### config.mk
export PLATFORM = sky130hd
export DESIGN_NAME = morse_letter_keyer
export DESIGN_NICKNAME = d
export VERILOG_FILES = /design/src/rtl/mlk_pkg.sv /design/src/rtl/mlk_front.sv /design/src/rtl/mlk_back.sv /design/src/rtl/morse_letter_keyer.sv
export SDC_FILE = /design/constraint.sdc
export NUM_CORES = 1
export LEC_CHECK = 0
export ABC_AREA = 1
export BUFFER_PORTS_ARGS = -buffer_cell sky130_fd_sc_hd__buf_2
export CAP_MARGIN = 10
export CORE_UTILIZATION = 50
export CTS_BUF_LIST = sky130_fd_sc_hd__clkbuf_16
export CTS_CLUSTER_DIAMETER = 50
export CTS_CLUSTER_SIZE = 12
export DETAILED_ROUTE_END_ITERATION = 16
export GPL_ROUTABILITY_DRIVEN = 0
export PLACE_DENSITY = 0.79
export REMOVE_ABC_BUFFERS = 1
export SYNTH_ARGS = -nofsm -noshare
export SYNTH_HDL_FRONTEND = slang
export SYNTH_HIERARCHICAL = 1
export SYNTH_SLANG_ARGS = --single-unit
### constraint.sdc
create_clock -name i_clk -period 2.21 [get_ports i_clk]
set_input_delay 0.442 -clock i_clk [delete_from_list [all_inputs] [get_ports i_clk]]
set_output_delay 0.442 -clock i_clk [all_outputs]
set_load 0.05 [all_outputs]
### src/rtl/mlk_pkg.sv
// Shared types, constants and the Morse symbol table for the letter keyer.
package mlk_pkg;

    localparam int MAX_SYMBOLS = 5;
    localparam int TABLE_COLS  = 8;
    localparam int NUM_LETTERS = 26;

    localparam logic [1:0]  SYM_NONE         = 2'd0;
    localparam logic [1:0]  SYM_DOT          = 2'd1;
    localparam logic [1:0]  SYM_DASH         = 2'd3;
    localparam logic [15:0] DOT_TICKS_RESET  = 16'd300;
    localparam logic [7:0]  FIRST_LETTER     = 8'd97;
    localparam logic [7:0]  LAST_LETTER      = 8'd122;
    localparam logic [2:0]  LETTER_GAP_UNITS = 3'd3;
    localparam logic [1:0]  QUEUE_DEPTH      = 2'd2;

    localparam logic FUNC_TICK = 1'b0;
    localparam logic FUNC_LOAD = 1'b1;

    typedef enum logic [1:0] {
        PH_IDLE   = 2'd0,
        PH_ON     = 2'd1,
        PH_SYMGAP = 2'd2,
        PH_LETGAP = 2'd3
    } t_phase;

    typedef struct packed {
        logic       func;
        logic [7:0] letter;
    } t_item;

    typedef struct packed {
        logic led_on;
        logic busy_res;
        logic accepted;
        logic rejected;
        logic letter_done;
    } t_result;

    // Classified command handed from the front end to the back end.
    typedef struct packed {
        logic       is_load;
        logic       in_range;
        logic [4:0] index;
    } t_cmd;

    typedef logic [TABLE_COLS-1:0][1:0] t_row;

    function automatic logic [1:0] symbol_at(logic [4:0] row, logic [3:0] pos);
        t_row r;
        r = '0;
        case (row)
            5'd0:  begin r[0] = SYM_DOT;  r[1] = SYM_DASH; end
            5'd1:  begin r[0] = SYM_DASH; r[1] = SYM_DOT;  r[2] = SYM_DOT;  r[3] = SYM_DOT;  end
            5'd2:  begin r[0] = SYM_DASH; r[1] = SYM_DOT;  r[2] = SYM_DASH; r[3] = SYM_DOT;  end
            5'd3:  begin r[0] = SYM_DASH; r[1] = SYM_DOT;  r[2] = SYM_DOT;  end
            5'd4:  begin r[0] = SYM_DOT;  end
            5'd5:  begin r[0] = SYM_DOT;  r[1] = SYM_DOT;  r[2] = SYM_DASH; r[3] = SYM_DOT;  end
            5'd6:  begin r[0] = SYM_DASH; r[1] = SYM_DASH; r[2] = SYM_DOT;  end
            5'd7:  begin r[0] = SYM_DOT;  r[1] = SYM_DOT;  r[2] = SYM_DOT;  r[3] = SYM_DOT;  end
            5'd8:  begin r[0] = SYM_DOT;  r[1] = SYM_DOT;  end
            5'd9:  begin r[0] = SYM_DOT;  r[1] = SYM_DASH; r[2] = SYM_DASH; r[3] = SYM_DASH; end
            5'd10: begin r[0] = SYM_DASH; r[1] = SYM_DOT;  r[2] = SYM_DASH; end
            5'd11: begin r[0] = SYM_DOT;  r[1] = SYM_DASH; r[2] = SYM_DOT;  r[3] = SYM_DOT;  end
            5'd12: begin r[0] = SYM_DASH; r[1] = SYM_DASH; end
            5'd13: begin r[0] = SYM_DASH; r[1] = SYM_DOT;  end
            5'd14: begin r[0] = SYM_DASH; r[1] = SYM_DASH; r[2] = SYM_DASH; end
            5'd15: begin r[0] = SYM_DOT;  r[1] = SYM_DASH; r[2] = SYM_DASH; r[3] = SYM_DOT;  end
            5'd16: begin r[0] = SYM_DASH; r[1] = SYM_DASH; r[2] = SYM_DOT;  r[3] = SYM_DASH; end
            5'd17: begin r[0] = SYM_DOT;  r[1] = SYM_DASH; r[2] = SYM_DOT;  end
            5'd18: begin r[0] = SYM_DOT;  r[1] = SYM_DOT;  r[2] = SYM_DOT;  end
            5'd19: begin r[0] = SYM_DASH; end
            5'd20: begin r[0] = SYM_DOT;  r[1] = SYM_DOT;  r[2] = SYM_DASH; end
            5'd21: begin r[0] = SYM_DOT;  r[1] = SYM_DOT;  r[2] = SYM_DOT;  r[3] = SYM_DASH; end
            5'd22: begin r[0] = SYM_DOT;  r[1] = SYM_DASH; r[2] = SYM_DASH; end
            5'd23: begin r[0] = SYM_DASH; r[1] = SYM_DOT;  r[2] = SYM_DOT;  r[3] = SYM_DASH; end
            5'd24: begin r[0] = SYM_DASH; r[1] = SYM_DOT;  r[2] = SYM_DASH; r[3] = SYM_DASH; end
            5'd25: begin r[0] = SYM_DASH; r[1] = SYM_DASH; r[2] = SYM_DOT;  r[3] = SYM_DOT;  end
            default: r = '0;
        endcase
        if (pos >= 4'(MAX_SYMBOLS) || pos >= 4'(TABLE_COLS)) begin
            return SYM_NONE;
        end
        return r[pos[2:0]];
    endfunction

endpackage

### src/rtl/mlk_front.sv
// Front end: takes input transactions, classifies them and queues the commands.
module mlk_front (
    input  logic          i_clk,
    input  logic          i_rst_n,
    input  logic          push,
    output logic          full,
    input  mlk_pkg::t_item i_item,
    output logic          o_cmd_valid,
    output mlk_pkg::t_cmd o_cmd,
    input  logic          i_cmd_take
);
    import mlk_pkg::*;

    t_cmd       r_mem [2];
    logic       r_wp;
    logic       r_rp;
    logic [1:0] r_cnt;
    logic [1:0] n_cnt;
    t_cmd       w_cmd;
    logic       w_wr;
    logic       w_rd;

    always_comb begin
        w_cmd.is_load  = (i_item.func == FUNC_LOAD);
        w_cmd.in_range = (i_item.letter inside {[FIRST_LETTER:LAST_LETTER]});
        w_cmd.index    = 5'(i_item.letter - FIRST_LETTER);
    end

    assign full        = (r_cnt == QUEUE_DEPTH);
    assign o_cmd_valid = (r_cnt != 2'd0);
    assign o_cmd       = r_mem[r_rp];
    assign w_wr        = push && !full;
    assign w_rd        = i_cmd_take && o_cmd_valid;

    always_comb begin
        n_cnt = r_cnt;
        if (w_wr && !w_rd) begin
            n_cnt = r_cnt + 2'd1;
        end else if (w_rd && !w_wr) begin
            n_cnt = r_cnt - 2'd1;
        end
    end

    always_ff @(posedge i_clk) begin
        if (!i_rst_n) begin
            r_wp  <= 1'b0;
            r_rp  <= 1'b0;
            r_cnt <= 2'd0;
        end else begin
            r_cnt <= n_cnt;
            if (w_wr) begin
                r_wp <= ~r_wp;
            end
            if (w_rd) begin
                r_rp <= ~r_rp;
            end
        end
    end

    always_ff @(posedge i_clk) begin
        if (w_wr) begin
            r_mem[r_wp] <= w_cmd;
        end
    end

    a_cnt_bound: assert property (@(posedge i_clk) disable iff (!i_rst_n)
        r_cnt <= QUEUE_DEPTH) else $error("front queue count overflow");

    a_no_take_empty: assert property (@(posedge i_clk) disable iff (!i_rst_n)
        (r_cnt == 2'd0 && !w_wr) |=> (r_cnt == 2'd0))
        else $error("front queue count moved without a write");

    a_ptr_match: assert property (@(posedge i_clk) disable iff (!i_rst_n)
        (r_cnt == 2'd0 || r_cnt == QUEUE_DEPTH) |-> (r_wp == r_rp))
        else $error("front queue pointers disagree with count");

endmodule

### src/rtl/mlk_back.sv
// Back end: keyer state machine, unit timing and the result queue.
module mlk_back (
    input  logic            i_clk,
    input  logic            i_rst_n,
    input  logic            i_cfg_wr_en,
    input  logic [15:0]     i_cfg_wr_data,
    input  logic            i_cmd_valid,
    input  mlk_pkg::t_cmd   i_cmd,
    output logic            o_cmd_take,
    output logic            empty,
    input  logic            pop,
    output mlk_pkg::t_result o_result
);
    import mlk_pkg::*;

    t_phase      r_phase;
    t_phase      n_phase;
    logic [4:0]  r_letter_index;
    logic [4:0]  n_letter_index;
    logic [2:0]  r_symbol_pos;
    logic [2:0]  n_symbol_pos;
    logic [2:0]  r_units_left;
    logic [2:0]  n_units_left;
    logic [15:0] r_ticks_left;
    logic [15:0] n_ticks_left;
    logic [15:0] r_dot_ticks;

    t_result     r_out_mem [2];
    logic        r_out_wp;
    logic        r_out_rp;
    logic [1:0]  r_out_cnt;
    logic [1:0]  n_out_cnt;

    t_result     w_res;
    logic        w_exec;
    logic        w_pop;
    logic [15:0] w_unit_len;
    logic [3:0]  w_next_pos;
    logic [1:0]  w_next_sym;
    logic [1:0]  w_first_sym;

    assign w_pop      = pop && !empty;
    assign o_cmd_take = (r_out_cnt != QUEUE_DEPTH) || w_pop;
    assign w_exec     = i_cmd_valid && o_cmd_take;
    assign w_unit_len = (r_dot_ticks == 16'd0) ? 16'd1 : r_dot_ticks;
    assign w_next_pos = {1'b0, r_symbol_pos} + 4'd1;
    assign w_next_sym = symbol_at(r_letter_index, w_next_pos);
    assign w_first_sym = symbol_at(i_cmd.index, 4'd0);

    always_comb begin
        n_phase        = r_phase;
        n_letter_index = r_letter_index;
        n_symbol_pos   = r_symbol_pos;
        n_units_left   = r_units_left;
        n_ticks_left   = r_ticks_left;
        w_res          = '0;
        if (i_cmd.is_load) begin
            if (r_phase != PH_IDLE || !i_cmd.in_range) begin
                w_res.rejected = 1'b1;
            end else begin
                n_letter_index = i_cmd.index;
                n_symbol_pos   = 3'd0;
                n_phase        = PH_ON;
                n_units_left   = {1'b0, w_first_sym};
                n_ticks_left   = w_unit_len;
                w_res.accepted = 1'b1;
            end
        end else if (r_phase != PH_IDLE) begin
            if (r_ticks_left > 16'd1) begin
                n_ticks_left = r_ticks_left - 16'd1;
            end else begin
                n_ticks_left = w_unit_len;
                if (r_units_left > 3'd1) begin
                    n_units_left = r_units_left - 3'd1;
                end else begin
                    n_units_left = 3'd0;
                    case (r_phase)
                        PH_ON: begin
                            n_phase      = PH_SYMGAP;
                            n_units_left = 3'd1;
                        end
                        PH_SYMGAP: begin
                            if (w_next_sym != SYM_NONE) begin
                                n_symbol_pos = w_next_pos[2:0];
                                n_phase      = PH_ON;
                                n_units_left = {1'b0, w_next_sym};
                            end else begin
                                n_phase      = PH_LETGAP;
                                n_units_left = LETTER_GAP_UNITS;
                            end
                        end
                        PH_LETGAP: begin
                            n_phase           = PH_IDLE;
                            n_ticks_left      = 16'd0;
                            n_symbol_pos      = 3'd0;
                            w_res.letter_done = 1'b1;
                        end
                        default: n_phase = r_phase;
                    endcase
                end
            end
        end
        w_res.led_on   = (n_phase == PH_ON);
        w_res.busy_res = (n_phase != PH_IDLE);
    end

    always_ff @(posedge i_clk) begin
        if (!i_rst_n) begin
            r_phase        <= PH_IDLE;
            r_letter_index <= 5'd0;
            r_symbol_pos   <= 3'd0;
            r_units_left   <= 3'd0;
            r_ticks_left   <= 16'd0;
        end else if (w_exec) begin
            r_phase        <= n_phase;
            r_letter_index <= n_letter_index;
            r_symbol_pos   <= n_symbol_pos;
            r_units_left   <= n_units_left;
            r_ticks_left   <= n_ticks_left;
        end
    end

    always_ff @(posedge i_clk) begin
        if (!i_rst_n) begin
            r_dot_ticks <= DOT_TICKS_RESET;
        end else if (i_cfg_wr_en) begin
            r_dot_ticks <= i_cfg_wr_data;
        end
    end

    // Result queue.
    assign empty    = (r_out_cnt == 2'd0);
    assign o_result = r_out_mem[r_out_rp];

    always_comb begin
        n_out_cnt = r_out_cnt;
        if (w_exec && !w_pop) begin
            n_out_cnt = r_out_cnt + 2'd1;
        end else if (w_pop && !w_exec) begin
            n_out_cnt = r_out_cnt - 2'd1;
        end
    end

    always_ff @(posedge i_clk) begin
        if (!i_rst_n) begin
            r_out_wp  <= 1'b0;
            r_out_rp  <= 1'b0;
            r_out_cnt <= 2'd0;
        end else begin
            r_out_cnt <= n_out_cnt;
            if (w_exec) begin
                r_out_wp <= ~r_out_wp;
            end
            if (w_pop) begin
                r_out_rp <= ~r_out_rp;
            end
        end
    end

    always_ff @(posedge i_clk) begin
        if (w_exec) begin
            r_out_mem[r_out_wp] <= w_res;
        end
    end

    a_idle_counts: assert property (@(posedge i_clk) disable iff (!i_rst_n)
        (r_phase == PH_IDLE) |-> (r_units_left == 3'd0))
        else $error("idle keyer holds a unit count");

    a_busy_counts: assert property (@(posedge i_clk) disable iff (!i_rst_n)
        (r_phase != PH_IDLE) |-> (r_units_left != 3'd0 && r_ticks_left != 16'd0))
        else $error("sending keyer ran out of units or ticks");

    a_done_idle: assert property (@(posedge i_clk) disable iff (!i_rst_n)
        (w_exec && w_res.letter_done) |=> (r_phase == PH_IDLE))
        else $error("letter end did not return to idle");

    a_acc_rej: assert property (@(posedge i_clk) disable iff (!i_rst_n)
        w_exec |-> !(w_res.accepted && w_res.rejected))
        else $error("load both accepted and rejected");

endmodule

### src/rtl/morse_letter_keyer.sv
// Top level of the tick-driven Morse letter keyer.
// Path: an item is registered in the front queue, then executed by the back end, whose result
// is registered in the result queue, from which it is popped.
// Throughput: one item per cycle unless the result queue is full and not popped.
// Each of the two internal queues holds two entries, so either side may stall alone.
// Reset (synchronous, active low) empties both queues, returns the keyer to idle
// and sets the unit length to 300 ticks.
module morse_letter_keyer (
    input  logic             i_clk,
    input  logic             i_rst_n,
    input  logic             push,
    output logic             full,
    input  mlk_pkg::t_item   i_item,
    output logic             empty,
    input  logic             pop,
    output mlk_pkg::t_result o_result,
    input  logic             i_cfg_wr_en,
    input  logic [15:0]      i_cfg_wr_data
);
    import mlk_pkg::*;

    // The front end decodes each transaction into a command: whether it is a
    // load, whether the letter lies in a to z, and its row in the code table.
    logic w_cmd_valid;
    logic w_cmd_take;
    t_cmd w_cmd;

    mlk_front u_front (
        .i_clk       (i_clk),
        .i_rst_n     (i_rst_n),
        .push        (push),
        .full        (full),
        .i_item      (i_item),
        .o_cmd_valid (w_cmd_valid),
        .o_cmd       (w_cmd),
        .i_cmd_take  (w_cmd_take)
    );

    // The back end runs one command per cycle against the keyer state and
    // writes one result per command into its result queue. It stops taking
    // commands only when that queue is full and nothing is popped.
    mlk_back u_back (
        .i_clk         (i_clk),
        .i_rst_n       (i_rst_n),
        .i_cfg_wr_en   (i_cfg_wr_en),
        .i_cfg_wr_data (i_cfg_wr_data),
        .i_cmd_valid   (w_cmd_valid),
        .i_cmd         (w_cmd),
        .o_cmd_take    (w_cmd_take),
        .empty         (empty),
        .pop           (pop),
        .o_result      (o_result)
    );

endmodule
Yosys cells after proc, flatten, opt, wreduce, memory -nomap -nowiden
Memories as Yosys holds them, arrays and structs flattened. A register that Yosys moved wholly into a read port is not among the register bits. Index checks and enable logic that the tools add are counted.

Register bits after elaboration: 53. Memory bits (writable): 24. Input bits: 30. Output and inout bits: 7. Memories kept: 2.

Memories: u_front.r_mem (words 2, bits a word 7, read ports 1, clocked after memory_dff 1, write ports 1, RTL line mlk_front.sv:14) `t_cmd r_mem [2];`; u_back.r_out_mem (words 2, bits a word 5, read ports 1, clocked after memory_dff 1, write ports 1, RTL line mlk_back.sv:28) `t_result r_out_mem [2];`.

Add/sub/neg operators: 8. Order comparisons: 7. Equality and inequality tests: 60. Muxes and demuxes: 58. Bitwise gates (word level): 5. Reduce and logical (&&, ||, !) cells: 43.

Operators by type and width (count): 16-bit two-way mux (7); 5-bit == test (second input constant) (20); 5-bit by 4-bit == test with 1-bit output (second input constant) (16); 13-bit OR reduction (5); 5-bit by 3-bit == test with 1-bit output (second input constant) (8); 3-bit two-way mux (11); 2-bit two-way mux (15); 11-bit OR reduction (2); 5-bit by 2-bit == test with 1-bit output (second input constant) (4); 2-bit case mux with 2 select lines (5); 16-bit by 1-bit greater-than comparator with 1-bit output (second input constant) (1); 16-bit zero test (1); 1-bit two-way mux (16); 16-bit by 1-bit subtractor with 16-bit output (second input constant) (1); 2-bit nonzero test (7); 3-bit case mux with 2 select lines (2); 5-bit by 1-bit == test with 1-bit output (second input constant) (2); 5-bit zero test (2); 9-bit OR reduction (1); 8-bit by 7-bit >= comparator with 1-bit output (second input constant) (1); 8-bit by 7-bit <= comparator with 1-bit output (second input constant) (1); 1-bit logical AND (8); 7-bit AND reduction (1); 7-bit OR reduction (1); other kinds (24) (43).

Longest topological paths before layout
Gate-level depths: netlist of run 1.

Depth after elaboration: 14. Gate-level depth with buffers: 18. Gate-level depth less buffers: 18.

Cells and area by module
The synthesis of run 1 kept the hierarchy.

Modules (own cells, without submodules): mlk_back (times used 1, cells each 569, area each 3829.9 um2, sequential area each 1301.2 um2); mlk_front (times used 1, cells each 82, area each 885.8 um2, sequential area each 520.5 um2).

Worst setup path before layout of run 1
No wires, ideal clock.

Path kind: reg2reg. From: register u_back.r_out_cnt[1]. To: register u_back.r_out_cnt[1]. Setup time: 0.122 ns. Data arrival time: 1.867 ns. Required time: 2.088 ns. Slack: 0.221 ns. Stages on the path, launching flop included: 9. Cells stage by stage: dfxtp_1 > nor2_1 > nor2_1 > inv_1 > ha_1 > a21oi_1 > o21ai_0 > o21ai_0 > a21oi_1.

Cells in the longest elaborated chain, start to end: 8. Elaborated cells between the ends (all ways): 15.

Ends and longest elaborated chain: from (decl) (RTL line mlk_back.sv:31) `logic [1:0] r_out_cnt;`; from (signal assigned) (RTL line mlk_back.sv:150) `r_out_cnt <= n_out_cnt;`; 2-bit zero test (*) (RTL line mlk_back.sv:132) `assign empty = (r_out_cnt == 2'd0);`; via empty (RTL line morse_letter_keyer.sv:14) `output logic empty,`; 1-bit zero test (*) (RTL line mlk_back.sv:42) `assign w_pop = pop && !empty;`; 1-bit logical AND (*) (RTL line mlk_back.sv:42); 1-bit logical OR (RTL line mlk_back.sv:43) `assign o_cmd_take = (r_out_cnt != QUEUE_DEPTH) || w_pop;`; 1-bit logical AND (RTL line mlk_back.sv:44) `assign w_exec = i_cmd_valid && o_cmd_take;`; 1-bit zero test (RTL line mlk_back.sv:139) `end else if (w_pop && !w_exec) begin`; 1-bit logical AND (RTL line mlk_back.sv:139); 2-bit nonzero test (no line).

The timed path passes the listed nets; every way through them passes the cells marked *. The select of a mux whose other input is x is not followed. A chain may end at the register's enable or synchronous reset.

==> results of run 1 <==
==> cell type report <==
type / instances / area [µm²] / share of cell area
Timing Repair Buffer: 49 / 278 / 0.0508
Tap cell: 111 / 139 / 0.0254
Sequential cell: 79 / 1830 / 0.335
Multi-Input combinational cell: 471 / 2560 / 0.469
Inverter: 89 / 345 / 0.0632
Clock inverter: 5 / 35.0 / 0.00641
Clock buffer: 11 / 275 / 0.0504
==> Yosys cell counts, types with 6 or more instances <==
master	count
nand2_1	126
nor2_1	106
inv_1	82
dfxtp_1	55
a21oi_1	48
nand3_1	42
o21ai_0	41
edfxtp_1	24
ha_1	15
mux2_2	12
nand4_1	11
o211ai_1	11
clkbuf_1	8
nor3_1	7
nor4_1	7
xor2_1	6
==> state kept, by name (all words and copies together), names as in the netlist, named ones only <==
| signal | flops |
|---|---|
| u_front/r_wp | 1 |
| u_back/r_letter_index | 5 |
| u_back/r_out_mem | 10 |
| u_back/r_out_wp | 1 |
| u_back/r_units_left | 3 |
| u_front/r_cnt | 2 |
| u_back/r_symbol_pos | 3 |
| u_front/r_mem | 14 |
| u_back/r_ticks_left | 16 |
| u_back/r_out_rp | 1 |
| u_back/r_dot_ticks | 16 |
| u_front/r_rp | 1 |
| u_back/r_phase | 2 |
| u_back/r_out_cnt | 2 |
==> power groups by stage <==
| stage | sequential [mW] | clock (mW) | combinational [mW] |
|---|---|---|---|
| 2_1_floorplan | 2.24 | 0 | 3.83 |
| 3_3_place_gp | 2.30 | 0 | 4.79 |
| 3_5_place_dp | 2.32 | 0 | 4.90 |
| 4_1_cts | 2.30 | 1.51 | 4.95 |
| 5_1_grt | 2.39 | 1.55 | 6.01 |
| 6_report | 2.33 | 1.48 | 5.40 |
==> layer usage <==
layer / vias to the layer above / track usage / share of wire
li1: 2270 / - / -
met1: 2116 / 0.296 / 0.43
met2: 185 / 0.403 / 0.49
met3: 34 / 0.0471 / 0.067
met4: 0 / 0.0848 / 0.021
met5: - / 0 / 0
==> placed cells by master (no fill, tap or decap), types with 12 or more instances in the layout <==
cell,Yosys,layout
edfxtp_1,24,24
ha_1,15,15
nor2_1,106,96
buf_4,2,13
dfxtp_1,55,50
nand3_1,42,42
a21oi_1,48,48
mux2_2,12,12
nand2_1,126,124
o21ai_0,41,41
inv_1,82,79
buf_2,2,36
==> cell families after synthesis <==
logic type	after synthesis	share of synthesized area
compound gates	118	0.145
xor+xnor	6	0.0111
fa+ha+maj	15	0.0398
buf+inv	101	0.0841
flops	79	0.386
mux	12	0.0287
simple gates	320	0.305
==> final timing paths <==
kind,slack (ns),to,cells after the start
setup / recovery,0.16,u_back/r_out_mem[0][3],15
hold / removal,0.31,u_front/r_mem[1][6],1
setup reg to reg,0.16,u_back/r_out_mem[0][3],15
hold reg to reg,0.46,u_back/r_out_rp,1
==> repair_timing <==
item | 4_1_cts | 5_1_grt
setup endpoints to repair | 0 | 15
hold buffers | 0 | 0
setup buffers | 0 | 6
hold endpoints to repair | 0 | 0
resized for setup | 0 | 28
==> results_dict.tcl, run 1 <==
set metrics [dict create \
    status "complete, no violations" \
    antenna_found_initial 0 \
    rows 35 \
    ir_drop_uv 1080 \
    fin_cells 815 \
    synth_top_area_frac 0.233 \
    required_ns 2.28 \
    skew_ns 0.00972 \
    p_per_area_nw_per_um2 1690 \
    hold_viol_final 0 \
    pre_cts_slack_ns 0.0774 \
    worstPathCellList "inv_2, nor2_4, nand3_1, nand2_1, nor2_2, nand2_1, nor2_1, nand2_1, nand2_1, nand2_1, nand3_2, nand2_1, nand2_1, nand2_1, nand3_1" \
    cts_root_buffer "clkbuf_16" \
    synth_top_area_cell "dfxtp_1" \
    post-route-util 0.594 \
    tightest_slew_ns 0.684 \
    vias 4605 \
    drive_gt1_frac 0.182 \
    critPathLaunchType "flip-flop" \
    grt_pass1_wl_um 18900 \
    power_switching_mw 4.50 \
    worstSkewPairLatency_ns 0.33 \
    fin_area_um2 5470 \
    p_int_mw 4.71 \
    ioPinCount 37 \
    finalSetupTns_ns 0 \
    slew_viol_final 0 \
    drt-vias-per-instance 5.65 \
    avgSynthCellArea_um2 7.24 \
    dieArea_um2 9820 \
    netlist_area_um2 4720 \
    worst_ep_arrival_time_ns 2.12 \
    fmax_mhz 487 \
    layout_min_cycle_time_ns 2.05 \
    crit_buf_inv 1 \
    synthTopCellsByArea "dfxtp_1, edfxtp_1, nand2_1, nor2_1, inv_1" \
    grt-ovfl-total 0 \
    whs_ns 0.314 \
    drcViolationCount 0 \
    routed_wl_um 11500 \
    fp.dieW_um 99.1 \
    cpPeakStageDelay_ns 0.44 \
    crit_slowest_cell "dfxtp_2" \
    initial_utilization 0.513 \
    clkTransAtPathRegs_ns 0.06 \
    yosysSeqAreaShare 0.386 \
    place_inst 793 \
    combPwrFrac 0.587 \
    syn_inst 651 \
    total_power_mw 9.21 \
    ys_async_sr_fraction 0 \
    antenna_cells 0 \
    critPathLaunch "u_back/r_letter_index[3]" \
    p_seq_frac 0.252 \
    synth_flop_cell "dfxtp_1" \
    critical_path_class "flip-flop to flip-flop" \
    drtIter0Drc 421 \
    endpoint_kind "flip-flop" \
    sw_frac_of_total 0.489 \
    synth_cell_types 42 \
    leakage_nw 2.48 \
    cts_buffer_depth 2 \
    hpwlAfterDp_um 8160 \
    post_drt_wl_per_cell_um 14.1 \
    die_h_um 99.1 \
    gr-usage-all-layers 0.235 \
    synth_edf_count 24 \
    area_delta_synth_final_pct 15.9 \
    cp_max_fo 7 \
    tritoncts "built" \
    postPlaceCellArea_um2 5030 \
    setup_violations 0 \
    portBuffers 36 \
    ant_nets 0 \
    core_um2 9200 \
    cts_buffers 9 \
    min_period_over_period 0.928 \
    cap_violations 0 \
    cp_common_cell "nand2_1" \
    min-delay-start "i_item[8]" \
    grt_pass1_vias 4194 \
    cp_top_family "simple AND/OR/NAND/NOR gates" \
    min-delay-path-class "input port to flip-flop" \
    power.share.clock 0.161 \
    finalWorstSetupSlack_ns 0.159 \
    first_pass_iters 6 \
    nets 744 \
    num-fill-cells 793 \
    synth-seq-cells 79 \
    reg2reg_from "u_back/r_letter_index[3]" \
    cts.sinks 79 \
    maxSlewHeadroom 0.543 \
    ys.warnings.count 6 \
    htreeDepth 3 \
    grt_max_degree 33 \
]
Power figures use the tool's default switching activity.
==> run 2: changes to the inputs <==
--- a/config.mk
+++ b/config.mk
@@ -14,7 +14,7 @@
 export CTS_CLUSTER_SIZE = 12
 export DETAILED_ROUTE_END_ITERATION = 16
 export GPL_ROUTABILITY_DRIVEN = 0
-export PLACE_DENSITY = 0.79
+export PLACE_DENSITY = 0.68
 export REMOVE_ABC_BUFFERS = 1
 export SYNTH_ARGS = -nofsm -noshare
 export SYNTH_HDL_FRONTEND = slang
==> results_dict.tcl, run 2 (synthesized netlist as in run 1, its figures left out) <==
set metrics [dict create \
    path_depth 12 \
    post-route-util 0.597 \
    first_pass_iters 5 \
    drcViolationCount 0 \
    drtIter0Drc 329 \
    fmax_mhz 478 \
    worstSkewPairLatency_ns 0.33 \
    layout_min_cycle_time_ns 2.09 \
    gr-usage-all-layers 0.244 \
    num-fill-cells 863 \
    regToRegSetupSlack_ns 0.12 \
    drive_gt1_frac 0.184 \
    routed_wl_um 11600 \
    critPathLaunchType "flip-flop" \
    area_delta_synth_final_pct 16.5 \
    fp.dieW_um 99.1 \
    holdBufCountCts 0 \
    most-common-layout-cells "nand2_1, nor2_1, inv_1, dfxtp_1, a21oi_1" \
    mostFrequentLayoutCell "nand2_1" \
    leakage_nw 2.50 \
    holdPathEnd "u_front/r_mem[1][6]" \
    antenna_found_initial 0 \
    clkTransAtPathRegs_ns 0.06 \
    antenna_cells 0 \
    die_h_um 99.1 \
    hpwlAfterDp_um 8390 \
    vias 4553 \
    endpoint_kind "flip-flop" \
    reg2reg_from "u_back/r_ticks_left[1]" \
    slew_viol_final 0 \
    min-delay-start "i_item[8]" \
    crit_buf_inv 2 \
    reg_top3 "u_back/r_dot_ticks (16), u_back/r_ticks_left (16), u_front/r_mem (14)" \
    skew_ns 0.0109 \
    tightest_slew_ns 0.614 \
    grt_pass1_vias 4156 \
    dieArea_um2 9820 \
    maxSlewHeadroom 0.589 \
    min-delay-path-class "input port to flip-flop" \
    core_um2 9200 \
    min_period_over_period 0.947 \
    pre_cts_slack_ns 0.0830 \
    hold_depth 1 \
    crit_slowest_cell "dfxtp_1" \
    initial_utilization 0.513 \
    critical_path_class "flip-flop to flip-flop" \
    total_power_mw 9.25 \
    cp_common_cell "nand2_1" \
    reg2reg_to "u_back/r_out_mem[0][4]" \
    cp_max_fo 8 \
    finalWorstSetupSlack_ns 0.118 \
    htreeDepth 3 \
    tritoncts "built" \
    grt_max_degree 33 \
    status "complete, no violations" \
    ant_nets 0 \
    cap_violations 0 \
    nets 748 \
    portBuffers 36 \
    cp_top_family "simple AND/OR/NAND/NOR gates" \
    grt_pass1_wl_um 19200 \
    p_per_area_nw_per_um2 1680 \
    cts_root_buffer "clkbuf_16" \
    worst_ep_arrival_time_ns 2.18 \
    drt-vias-per-instance 5.56 \
    grt-ovfl-total 0 \
    cts.sinks 79 \
    cpPeakStageDelay_ns 0.34 \
    ir_drop_uv 1010 \
    required_ns 2.30 \
    post_drt_wl_per_cell_um 14.1 \
    cts_buffer_depth 2 \
    reg2regPathDepth 12 \
    hold_viol_final 0 \
    cts_buffers 9 \
    rows 35 \
    worstPathCellList "inv_1, ha_2, nor2_1, nor2_2, nand4_4, nor3_4, buf_4, nand2_1, a21oi_1, nand2_1, nand2_1, nor2_1" \
    ioPinCount 37 \
    setup_violations 0 \
]
==> run 2: per-layer routing <==
layer / GRT usage / up-vias / wire (µm)
met3: 0.0379 / 24 / 718
met5: 0 / - / 0
met4: 0.0973 / 0 / 187
met2: 0.381 / 186 / 5310
li1: - / 2271 / -
met1: 0.340 / 2072 / 5350
==> run 2: area by class of cell <==
type / count / area, µm² / share of cell area
multi-input cells: 471 / 2580 / 0.469
flip-flops and latches: 79 / 1830 / 0.333
inverters: 89 / 342 / 0.0622
repair buffers: 53 / 308 / 0.0560
clock buffers: 10 / 250 / 0.0455
well taps: 111 / 139 / 0.0253
clock inverters: 6 / 48.8 / 0.00888
==> run 2: how the worst max path moves through the flow <==
stage	end	slack [ns]	from
final	u_back/r_out_mem[0][4]	0.12	u_back/r_ticks_left[1]
after floorplan	u_back/r_out_cnt[1]	0.22	u_back/r_out_cnt[1]
after global placement	u_back/r_out_mem[0][3]	0.14	u_back/r_letter_index[2]
after detailed placement	u_back/r_out_mem[1][3]	0.08	u_back/r_ticks_left[0]
after CTS	u_back/r_out_mem[1][3]	0.05	u_back/r_ticks_left[0]
after global routing	u_back/r_out_mem[1][3]	-0.02	u_back/r_letter_index[3]
==> run 2: through the flow <==
stage          instances  hold WS [ns]  instance area [µm²]  setup TNS (ns)
2_1_floorplan        639         0.425                 4660               0
3_3_place_gp         797         0.441                 5060               0
3_5_place_dp         797         0.458                 5060               0
4_1_cts              813         0.295                 5360               0
5_1_grt              819         0.294                 5490         -0.0967
6_report             819         0.308                 5490               0
==> run 2: repair_timing <==
item | CTS | global route
gates resized for setup | 0 | 30
endpoints found under the setup margin | 0 | 14
setup buffers | 0 | 6
==> run 2: where the power goes <==
group | total, mW | internal (mW) | switching (mW)
Combinational | 5.47 | 1.90 | 3.58
Sequential | 2.31 | 1.97 | 0.342
Clock | 1.47 | 0.844 | 0.621
Total | 9.25 | 4.71 | 4.54
==> run 3: changes to the inputs <==
--- a/config.mk
+++ b/config.mk
@@ -6,15 +6,14 @@
 export NUM_CORES = 1
 export LEC_CHECK = 0
 export ABC_AREA = 1
-export BUFFER_PORTS_ARGS = -buffer_cell sky130_fd_sc_hd__buf_2
+export BUFFER_PORTS_ARGS = -buffer_cell sky130_fd_sc_hd__buf_4
 export CAP_MARGIN = 10
-export CORE_UTILIZATION = 50
+export CORE_UTILIZATION = 46
 export CTS_BUF_LIST = sky130_fd_sc_hd__clkbuf_16
 export CTS_CLUSTER_DIAMETER = 50
 export CTS_CLUSTER_SIZE = 12
 export DETAILED_ROUTE_END_ITERATION = 16
 export GPL_ROUTABILITY_DRIVEN = 0
-export PLACE_DENSITY = 0.68
 export REMOVE_ABC_BUFFERS = 1
 export SYNTH_ARGS = -nofsm -noshare
 export SYNTH_HDL_FRONTEND = slang
==> results_dict.tcl, run 3 (synthesized netlist as in run 1, its figures left out) <==
set metrics [dict create \
    status "complete, no violations" \
    cts.sinks 79 \
    min_period_over_period 0.942 \
    mostFrequentLayoutCell "nand2_1" \
    cts_buffer_depth 2 \
    endpoint_kind "flip-flop" \
    hold_depth 1 \
    power.share.clock 0.151 \
    clkTransAtPathRegs_ns 0.06 \
    cts_buffers 9 \
    tritoncts "built" \
    post-route-util 0.561 \
    power_switching_mw 4.39 \
    reg2reg_to "u_back/r_symbol_pos[2]" \
    fmax_mhz 480 \
    htreeDepth 3 \
    antenna_found_initial 0 \
    post_drt_wl_per_cell_um 13.5 \
    holdBufCountCts 0 \
    p_per_area_nw_per_um2 1630 \
    grt_max_degree 33 \
    ioPinCount 37 \
    combPwrFrac 0.593 \
    cp_max_fo 10 \
    gr-usage-all-layers 0.230 \
    p_int_mw 4.61 \
    hpwlAfterDp_um 8370 \
    reg2reg_from "u_back/r_ticks_left[0]" \
    required_ns 2.40 \
    setup_violations 0 \
    grt_pass1_vias 3983 \
    dieArea_um2 10700 \
    vias 4396 \
    most-common-layout-cells "nand2_1, nor2_1, inv_1, buf_4, dfxtp_1" \
    die_h_um 103 \
    fp.dieW_um 103 \
    layout_min_cycle_time_ns 2.08 \
    hold_viol_final 0 \
    ir_drop_uv 816 \
    cts_root_buffer "clkbuf_16" \
    routed_wl_um 11300 \
    maxSlewHeadroom 0.452 \
    drt-vias-per-instance 5.23 \
    sw_frac_of_total 0.488 \
    reg2regPathDepth 13 \
    leakage_nw 2.49 \
    critical_path_class "flip-flop to flip-flop" \
    min-delay-start "i_item[8]" \
    worst_ep_arrival_time_ns 2.28 \
    ant_nets 0 \
    num-fill-cells 932 \
    core_um2 9860 \
    grt_pass1_wl_um 18800 \
    initial_utilization 0.478 \
    holdPathEnd "u_front/r_mem[1][6]" \
    rows 36 \
    slew_viol_final 0 \
    area_delta_synth_final_pct 17.3 \
    cap_violations 0 \
    regToRegSetupSlack_ns 0.13 \
    portBuffers 36 \
    skew_ns 0.00851 \
    drive_gt1_frac 0.173 \
    grt-ovfl-total 0 \
    rsz0062_at_grt "yes" \
    antenna_cells 0 \
    p_seq_frac 0.256 \
    min-delay-path-class "input port to flip-flop" \
    reg_top3 "u_back/r_dot_ticks (16), u_back/r_ticks_left (16), u_front/r_mem (14)" \
    drcViolationCount 0 \
    nets 747 \
    critPathLaunchType "flip-flop" \
    place_inst 820 \
    worstSkewPairLatency_ns 0.34 \
    tightest_slew_ns 0.820 \
    first_pass_iters 4 \
    drtIter0Drc 223 \
    fin_cells 840 \
]
==> run 3: cell count changes in the layout (fill, tap and decap cells not counted), moves of 2 or more <==
| cell | delta |
|---|---|
| buf_2 | -36 |
| inv_2 | -3 |
| clkinv_1 | +2 |
| ha_1 | +2 |
| buf_4 | +35 |
| ha_2 | -2 |
| mux2_4 | -2 |
| mux2_2 | +2 |
| nor2_4 | -2 |
==> run 3: final cells by class <==
type                       instances  area, µm²  share of cell area
timing repair buffer              52        390              0.0706
multi-input combinational        471       2530               0.457
inverter                          89        345              0.0624
clock buffer                       9        225              0.0407
clock inverter                     7       45.0             0.00814
tap                              133        166              0.0301
sequential                        79       1830               0.331
==> run 3: per-layer routing <==
metal / routed length (µm) / global-route usage
met5: 0 / 0
met4: 240 / 0.0888
met3: 509 / 0.0383
met2: 5140 / 0.356
met1: 5420 / 0.322
==> run 3: repair_timing <==
action / in CTS / in global routing
buffers inserted: 0 / 4
hold endpoints to repair: 0 / 0
resized for setup: 0 / 18
setup endpoints to repair: 0 / 22
==> run 3: worst max-delay path by stage <==
stage	from	end	slack, ns
2_1_floorplan	u_back/r_out_cnt[1]	u_back/r_out_cnt[1]	0.22
3_3_place_gp	u_back/r_letter_index[2]	u_back/r_out_mem[0][3]	0.09
3_5_place_dp	u_back/r_letter_index[2]	u_back/r_out_mem[1][3]	0.1
4_1_cts	flip-flop	u_back/r_units_left[0]	0.08
5_1_grt	u_back/r_ticks_left[0]	u_back/r_symbol_pos[2]	-0.03
6_report	u_back/r_ticks_left[0]	u_back/r_symbol_pos[2]	0.13
==> run 3: metrics by stage <==
| step | area, µm² | total power [mW] | worst slack (ns) | hold slack (ns) | TNS (ns) |
|---|---|---|---|---|---|
| 4_1_cts | 5460 | 8.73 | 0.0822 | 0.289 | 0 |
| 3_5_place_dp | 5190 | 7.34 | 0.0971 | 0.444 | 0 |
| 3_3_place_gp | 5190 | 7.30 | 0.0947 | 0.435 | 0 |
| 2_1_floorplan | 4660 | 6.07 | 0.221 | 0.425 | 0 |
| 6_report | 5530 | 9.00 | 0.127 | 0.298 | 0 |
| 5_1_grt | 5530 | 9.79 | -0.0326 | 0.290 | -0.137 |
==> run 3: power groups by stage <==
stage | Combinational, mW | Clock, mW | Sequential (mW)
after CTS | 5.05 | 1.39 | 2.29
after floorplan | 3.83 | 0 | 2.24
after detailed placement | 5.01 | 0 | 2.32
final | 5.33 | 1.36 | 2.31
after global routing | 5.98 | 1.44 | 2.36
after global placement | 4.99 | 0 | 2.31
==> run 3: worst max-delay path, cell delays in order (launching register included) <==
cell and delay (ns):
dfxtp_1 0.33, inv_1 0.10, ha_1 0.20, nor2_1 0.07, nor2_2 0.15, nand4_4 0.19
nand2_4 0.23, inv_6 0.08, nor2_4 0.09, inv_2 0.09, a21oi_4 0.15, nand3_2 0.13
nand2_1 0.08, nor2_1 0.03
